<file path="src/mcfir_pkg.sv">
package mcfir_pkg;

    localparam int COEF_W           = 16;
    localparam int NCOEF            = 8;
    localparam int NCH_FIELDS       = 4;
    localparam int CFG_IDX_W        = 4;
    localparam int FRAC_BITS        = 15;
    localparam int DEF_TAPS         = 8;
    localparam int DEF_CHANNELS     = 4;
    localparam int DEF_SAMPLE_WIDTH = 16;

    localparam logic [COEF_W-1:0] COEF0_RESET = 16'h7fff;
    localparam logic [COEF_W-1:0] COEFN_RESET = 16'h0000;

    // Load strobes for the lane pipeline stages.
    typedef struct packed {
        logic ld_prod;
        logic ld_quad;
        logic ld_sum;
    } t_stage_en;

endpackage

</file>
<file path="src/mcfir_merge.sv">
module mcfir_merge #(
    parameter int CHANNELS     = mcfir_pkg::DEF_CHANNELS,
    parameter int SAMPLE_WIDTH = mcfir_pkg::DEF_SAMPLE_WIDTH,
    parameter int OUT_W        = 64
) (
    input  logic                                 i_clk,
    input  logic                                 i_ld,
    input  logic [CHANNELS-1:0][SAMPLE_WIDTH-1:0] i_result,
    input  logic [CHANNELS-1:0]                  i_clip,
    output logic [OUT_W-1:0]                     o_tdata,
    output logic                                 o_clip
);
    import mcfir_pkg::*;

    logic [OUT_W-1:0] n_tdata;
    logic [OUT_W-1:0] r_tdata;
    logic             r_clip;

    always_comb begin
        n_tdata = '0;
        for (int ch = 0; ch < CHANNELS; ch++) begin
            n_tdata[ch*SAMPLE_WIDTH +: SAMPLE_WIDTH] = i_result[ch];
        end
    end

    always_ff @(posedge i_clk) begin
        if (i_ld) begin
            r_tdata <= n_tdata;
            r_clip  <= |i_clip;
        end
    end

    assign o_tdata = r_tdata;
    assign o_clip  = r_clip;

endmodule

</file>
<file path="config.mk">
export PLATFORM = sky130hd
export DESIGN_NAME = mcfir_merge
export DESIGN_NICKNAME = d
export VERILOG_FILES = /design/src/mcfir_pkg.sv /design/src/mcfir_merge.sv
export SDC_FILE = /design/constraint.sdc
export NUM_CORES = 1
export LEC_CHECK = 0
export BUFFER_PORTS_ARGS = -buffer_cell sky130_fd_sc_hd__buf_2
export CORE_UTILIZATION = 40
export DETAILED_ROUTE_END_ITERATION = 12
export GPL_ROUTABILITY_DRIVEN = 0
export PLACE_DENSITY = 0.78
export SETUP_SLACK_MARGIN = 0.05
export SLEW_MARGIN = 20
export SYNTH_ARGS = -nofsm -noshare
export SYNTH_HDL_FRONTEND = slang
export SYNTH_SLANG_ARGS = --single-unit
</file>
<file path="constraint.sdc">
create_clock -name i_clk -period 1.1 [get_ports i_clk]
set_input_delay 0 -clock i_clk [delete_from_list [all_inputs] [get_ports i_clk]]
set_output_delay 0 -clock i_clk [all_outputs]
set_load 0.02 [all_outputs]
</file>
# Word-level counts from Yosys, hierarchy flattened
# Cells that the tools add are included.
# classes
add_sub_neg	0
multipliers	0
div_mod_pow	0
magnitude_cmp	0
eq_ne	0
n_shift	0
n_mux	0
bitwise	0
reduce_logical	1
# ops
operator	count
$reduce_or 4->1	1
# totals
register_bits	65
latchBits	0
mem_bits_rw	0
rom_bits	0
inputBits	70
out_inout_bits	65
wordCells	3
memories	0

# Logic depth before layout (Yosys ltp)
# Gate-level depths: netlist of the first run.
# depth
depth_word	1
depth_mapped	1

# Least setup slack after synthesis of the first run
# OpenSTA, ideal clock, no wires.
# synth_timing
kind	input to register
start	in i_clip[1]
end	reg r_clip (netlist: o_clip), data pin
setup_time_ns	0.272
t_arrival_ns	0.491
path_slack_ns	0.337
stages	1
cell_sequence	or4_1
# synth_via
elab_chain_cells	1
# synth_lines
element	line	text
start: declaration	mcfir_merge.sv:9	input logic [CHANNELS-1:0] i_clip,
$reduce_or 4->1	mcfir_merge.sv:29	r_clip <= |i_clip;
end signal: assignment	mcfir_merge.sv:29	
end: declaration	mcfir_merge.sv:17	logic r_clip;
# Every way passes these cells.
# A chain may end at the register's enable or synchronous reset.

# Worst setup path after layout of the first run
# layout_timing
start	in i_clip[2]
end	reg r_clip (netlist: o_clip), data pin
# Same word-level chain as after synthesis.

==> impl_metrics.ini, run 1 <==
[status]
status = complete, but fails checks
violations = negative hold slack

[die]
initial_core_util_pct = 41.48
die_height_um = 71.99
die_area_um2 = 5183
die_w_um = 71.99
row_count = 25
coreArea_um2 = 4723
io_pins = 135

[timing]
rsz0062_at_grt = no
period_share_pct = 91.96
setup-tns-final_ns = 0
period_minus_slack_ns = 1.012
fmax_mhz = 988.5
timing.final.max_slew_violations = 0
finalHoldViolations = 1
worst_pin_slew_ns = 0.3249
relSlewSlack_pct = 78.34
setup_viol = 0
hold_ws_ns = -0.04829

[worst_hold_path]
whs_path_depth = 2
hold_path.class = primary input to register

[critical_path]
cp-end-kind = register
arrival_ns = 1.07
crit_slowest_cell = dlygate4sd3_1
startpoint_type = primary input
crit_type = primary input to register
worst-path-max-fanout = 1
endpoint = o_clip
crit_path_start = i_clip[2]
crit_chain = dlygate4sd3_1 -> buf_2 -> or4_1
max_stage_delay_ns = 0.55
cp.required_ns = 1.16

[route]
viasPerCell = 4.295
drt-total-wl_um = 5473
first_iter_violations = 69
postRouteAntennaNets = 0
first_pass_iters = 4
via_count = 1499
drcViolationCount = 0
wl_per_cell_um = 15.68

[logic_synthesis]
netlist_instances = 66
synth_edf_count = 65
synth_most_common_cell = edfxtp_1
synth_top_area_cell = edfxtp_1
yosys_register_bits = 65
synthesis.nets = 136
yosysWarnings = 0
netlist_top_cells_count = edfxtp_1 (65), or4_1 (1)
synth_area_leaders = edfxtp_1 (100%), or4_1 (0.38%)
ys_seq_area_share_pct = 99.62
yosysTopAreaCellShare_pct = 99.62
synth_ff_type = edfxtp_1
ys_types = 2
synth.cell_area_um2 = 1959
syn_area_per_cell_um2 = 29.69
async_flop_share_pct = 0

[final_layout]
nets = 347
final_cells = 349
antenna-diode-count = 0
drive_gt1_share_pct = 52.48
postLayoutCoreUtil_pct = 75.60
syn_to_final_growth_pct = 82.25
finalInstanceArea_um2 = 3571

[placement]
io_buffer_count = 134
placedInstanceArea_um2 = 2734
dp_cells = 268
place_hpwl_um = 2854

[cts]
clockBufferDepth = 2
cts_root_buf = clkbuf_8
cts_tree = built
cts_buffers = 9
cts.sinks = 65
ctsResizeCount = 0
htreeDepth = 3
holdBufCountCts = 65
clk_pin_slew_worst_paths_ns = 0.07

[global_route]
grt_pass1_vias = 1536
grt.total_usage_pct = 21.53
grt_max_degree = 66
grt_pass1_wl_um = 7679
antenna_found_initial = 0
grt_overflow_total = 0

[pwr]
power_density_nw_per_um2 = 1600
ir_drop_mv = 1.092
p_leak_nw = 1.537
p_total_mw = 5.713

[flow_run]
cap_violations = 0
## kinds of logic (layout without fill, tap and decap cells)
kind of cell / count (synthesis) / after routing / share of synthesized area, %
flops: 65 / 65 / 99.62
simple gates: 1 / 1 / 0.3833
buf+inv: 0 / 216 / 0
## stage by stage
step | hold WS, ns | setup slack [ns]
2_1_floorplan | 0.09887 | 0.3368
3_3_place_gp | 0.1759 | 0.2402
3_5_place_dp | 0.1781 | 0.2336
4_1_cts | -0.07487 | 0.1534
5_1_grt | -0.05652 | 0.08903
6_report | -0.04829 | 0.08839
## power breakdown
group,internal [mW],leakage (nW),switching [mW]
combinational,0.366,0.809,0.439
clock,1.03,0.0913,0.880
sequential,2.94,0.636,0.0539
## sequential cells by signal (all words and copies together) (netlist names)
register / flops
o_clip: 1
o_tdata: 64
## worst max-delay path: cells and delay by family
kind	cells	cell delay, ns
buffers and inverters	2	0.67
AND/OR/NAND/NOR	1	0.40
## routing by layer
metal,GRT usage (%),routed length [um]
met5,0,0
met4,8.497,54
met3,7.917,385
met2,39.20,3031
met1,22.53,2002
## area by class of cell
type	instances	area [um^2]
Clock buffer	10	127.6
Timing Repair Buffer	200	1341
Tap cell	67	83.83
Multi-Input combinational cell	1	7.507
Clock inverter	6	58.81
Fill cell	274	1152
Sequential cell	65	1952
## timing repair
item	in CTS	in global routing
buffers inserted	0	0
endpoints found under the hold margin	65	1
setup endpoints to repair	0	0
## cell usage in the layout (no fill, tap or decap), drive strengths merged
master and n:
edfxtp 65, clkinv 4, clkinvlp 1, or4 1, buf 135, dlygate4sd3 65
clkbuf 10, bufinv 1
## worst min-delay path by stage
stage | from | to | slack, ns
6_report | i_clip[3] | o_clip | -0.05
5_1_grt | i_clip[3] | o_clip | -0.06
4_1_cts | i_clip[1] | o_clip | -0.07
3_5_place_dp | i_result[11] | o_tdata[11] | 0.18
3_3_place_gp | i_result[60] | o_tdata[60] | 0.18
2_1_floorplan | i_result[0] | o_tdata[0] | 0.1
No activity file was read; power rests on OpenSTA's default activity.
==> run 2: changes to the inputs <==
CORE_ASPECT_RATIO = 1.1   (was default)
==> run 2 against run 1 <==
Net effect:
- the run still ends with negative hold slack left
- core utilization up 0.52 points
- cell area down 0.14%
- clock power about the same
- total power down 0.65%
- maximum frequency down 1.5%
- global-route usage down 0.34 points
- combinational power about the same
- first-iteration DRC count up 20%
- wire length down 2.0%
- cell count down 3.2%
- critical endpoint unchanged
==> impl_metrics.ini, run 2 (same netlist as run 1, synthesis figures left out) <==
[timing]
fmax_mhz = 973.2
setup-tns-final_ns = 0
hold_ws_ns = -0.01097
period_share_pct = 93.41
relSlewSlack_pct = 77.96
setup_viol = 0
finalHoldViolations = 1
rsz0062_at_grt = no
timing.final.max_slew_violations = 0
worst_pin_slew_ns = 0.3306
period_minus_slack_ns = 1.028

[pwr]
p_switching_mw = 1.334
clkPwrFrac_pct = 33.1
power.internal_mw = 4.342
power_density_nw_per_um2 = 1592
power.share.sequential_pct = 52.7
p_leak_nw = 1.538
p_sw_share_pct = 23.50
ir_drop_mv = 1.000
power_frac_comb_pct = 14.2

[final_layout]
antenna-diode-count = 0
largest_reg_flops = 64
drive_gt1_share_pct = 52.48
nets = 347
layout_commonest_cell = buf_2
final_cell_mix = buf_2 (133), dlygate4sd3_1 (66), edfxtp_1 (65)
finalInstanceArea_um2 = 3566
syn_to_final_growth_pct = 81.99

[cts]
cts_setup_buffers = 0
cts.sinks = 65
cts_tree = built
holdBufCountCts = 66
clk_pin_slew_worst_paths_ns = 0.06
clockBufferDepth = 2
htreeDepth = 3
cts_buffers = 9
cts_root_buf = clkbuf_8

[route]
postRouteAntennaNets = 0
first_pass_iters = 4
wl_per_cell_um = 15.88
viasPerCell = 4.317
drt-total-wl_um = 5366
first_iter_violations = 83
drcViolationCount = 0
via_count = 1459

[global_route]
antenna_found_initial = 0
grt_pass1_wl_um = 7127
grt_pass1_vias = 1486
grt_max_degree = 66
grt_overflow_total = 0
grt.total_usage_pct = 21.19

[critical_path]
cp.required_ns = 1.16
cp-end-kind = register
arrival_ns = 1.08
crit_type = primary input to register
startpoint_type = primary input
worst-path-max-fanout = 1

[placement]
io_buffer_count = 134
placedInstanceArea_um2 = 2720

[die]
initial_core_util_pct = 41.83
row_count = 26
coreArea_um2 = 4684
die_area_um2 = 5183
die_w_um = 68.73
die_height_um = 75.41
io_pins = 135

[worst_hold_path]
hold_path.class = primary input to register
whs_path_depth = 2
whs_endpoint = o_clip
min_from = i_clip[0]

[status]
status = complete, but fails checks
violations = negative hold slack

[flow_run]
cap_violations = 0
[run 2: cell types whose count changed in the layout (fill, tap and decap cells not counted)]
cell	previous run	this run
buf_2	134	133
dlygate4sd3_1	65	66
or4_1	1	0
or4_4	0	1
[run 2: power by group through the flow]
stage | clock, mW | sequential, mW | combinational (mW)
final | 1.88 | 2.99 | 0.806
after global routing | 2.01 | 3.01 | 0.853
after CTS | 1.91 | 2.99 | 0.794
after detailed placement | 0 | 3.04 | 0.612
after global placement | 0 | 3.03 | 0.600
after floorplan | 0 | 3.30 | 0.000646
[run 2: how the worst max path moves through the flow]
| stage | cells after the start | to | startpoint |
|---|---|---|---|
| global placement | 2 | o_clip | i_clip[1] |
| finish | 3 | o_clip | i_clip[2] |
| floorplan | 1 | o_clip | i_clip[1] |
| detailed placement | 2 | o_clip | i_clip[1] |
| global route | 3 | o_clip | i_clip[2] |
| CTS | 3 | o_clip | i_clip[3] |
[run 2: what timing repair did]
action / in CTS / in global routing
gates resized for setup: 0 / 1
endpoints found under the hold margin: 65 / 1
endpoints found under the setup margin: 0 / 1
[run 2: metal layers]
layer | track usage [%] | wire length (um) | vias up
li1 | - | - | 691
met1 | 19.45 | 1834 | 679
met4 | 10.20 | 84 | 0
met2 | 41.39 | 3080 | 79
met3 | 6.287 | 367 | 10
met5 | 0 | 0 | -
[run 2: critical path, stage by stage]
cell and delay [ns]:
dlygate4sd3_1 0.54, buf_2 0.14, or4_4 0.41
[run 2: final cells by class]
class / count / area (um^2)
Sequential cell: 65 / 1952
Timing Repair Buffer: 200 / 1346
Fill cell: 275 / 1119
Clock buffer: 10 / 127.6
Tap cell: 56 / 70.07
Clock inverter: 6 / 58.81
Multi-Input combinational cell: 1 / 11.26
[run 2: metrics by stage]
step           power (mW)  setup slack, ns  std cells  hold WS, ns  utilization [%]
2_1_floorplan       3.305           0.3368         66      0.09887                -
3_3_place_gp        3.629           0.2437        257       0.1763            58.07
3_5_place_dp        3.652           0.2213        257       0.1781            58.07
4_1_cts             5.693          0.07025        339     -0.05897            76.15
5_1_grt             5.871          0.08743        338     -0.02090            76.12
6_report            5.676          0.07248        338     -0.01097            76.12
==> run 3: changes to the inputs <==
PLACE_DENSITY = 0.79   (was 0.78)
==> run 3 against run 2 <==
Net effect:
- the flow still finishes with violations (negative hold slack)
- combinational power decreased by 1%
- critical path type unchanged
- non-clock buffer count increased by 1
- sequential cell count unchanged
- setup slack got worse by 0.014 ns
==> impl_metrics.ini, run 3 (same netlist as run 1, synthesis figures left out) <==
[timing]
relSlewSlack_pct = 78.16
period_share_pct = 94.65
fmax_mhz = 960.5
finalHoldViolations = 1
timing.final.max_slew_violations = 0
setup_viol = 0
period_minus_slack_ns = 1.041
worst_pin_slew_ns = 0.3275
rsz0062_at_grt = no
setup-tns-final_ns = 0
hold_ws_ns = -0.06125

[global_route]
antenna_found_initial = 1
grt_max_degree = 66
grt_pass1_wl_um = 6934
grt.total_usage_pct = 20.69
grt_pass1_vias = 1477
grt_overflow_total = 0

[cts]
cts_root_buf = clkbuf_8
cts.sinks = 65
htreeDepth = 3
clockBufferDepth = 2
holdBufCountCts = 66
cts_tree = built
cts_buffers = 9
cts_setup_buffers = 0
clk_pin_slew_worst_paths_ns = 0.06

[final_layout]
final_cell_mix = buf_2 (134), dlygate4sd3_1 (66), edfxtp_1 (65)
largest_reg_flops = 64
drive_gt1_share_pct = 52.48
final_cells = 339
layout_commonest_cell = buf_2
nets = 348
syn_to_final_growth_pct = 81.67

[route]
viasPerCell = 4.310
first_pass_iters = 4
drcViolationCount = 0
first_iter_violations = 101
via_count = 1461
postRouteAntennaNets = 0
drt-total-wl_um = 5197
wl_per_cell_um = 15.33

[die]
coreArea_um2 = 4684
die_w_um = 68.73
row_count = 26
die_height_um = 75.41
die_area_um2 = 5183
initial_core_util_pct = 41.83
io_pins = 135

[critical_path]
arrival_ns = 1.11
cp.required_ns = 1.17
cp-end-kind = register
startpoint_type = primary input
worst-path-max-fanout = 1
crit_type = primary input to register

[pwr]
power_density_nw_per_um2 = 1589
p_leak_nw = 1.542
ir_drop_mv = 1.276
p_total_mw = 5.656

[worst_hold_path]
hold_path.class = primary input to register

[status]
violations = negative hold slack
status = complete, but fails checks

[placement]
dp_cells = 257
place_hpwl_um = 2778
io_buffer_count = 134

[flow_run]
cap_violations = 0
## run 3: where the power goes
part	leakage [nW]	internal [mW]	switching [mW]
clock network	0.0929	1.02	0.835
logic	0.813	0.368	0.430
registers	0.636	2.94	0.0550
total	1.54	4.34	1.32
## run 3: critical path, cell delays in order
cell           delay, ns
dlygate4sd3_1       0.53
buf_2               0.11
or4_1               0.47
## run 3: layout make-up
type | count | area [um^2]
Timing Repair Buffer | 201 | 1351
Antenna cell | 1 | 2.502
Clock inverter | 4 | 45.04
Tap cell | 56 | 70.07
Sequential cell | 65 | 1952
Fill cell | 273 | 1125
Multi-Input combinational cell | 1 | 7.507
Clock buffer | 11 | 131.4
## run 3: worst paths after layout
kind,from,endpoint,slack [ns],cells past startpoint
worst max-delay path,i_clip[3],o_clip,0.06,3
worst min-delay path,i_clip[1],o_clip,-0.06,2
## run 3: metrics by stage
step	worst slack (ns)	utilization [%]	hold slack, ns	area [um^2]
floorplan	0.3368	-	0.09887	1959
global route	0.06118	75.99	-0.06716	3560
detailed placement	0.2356	58.07	0.1781	2720
finish	0.05890	75.99	-0.06125	3560
global placement	0.2360	58.07	0.1761	2720
CTS	0.09369	75.93	-0.08856	3557
## run 3: per-layer routing
layer  wire length, um  GRT usage, %  vias to the layer above  share of wire, %
li1                  -             -                      696                 -
met1              1843         21.33                      662                35
met2              2706         33.99                       92                52
met3               520         11.53                       11                10
met4               127         9.977                        0               2.4
met5                 0             0                        -                 0
## run 3: timing repair
action,4_1_cts,5_1_grt
endpoints found under the setup margin,0,0
gates resized for setup,0,0
endpoints found under the hold margin,65,1
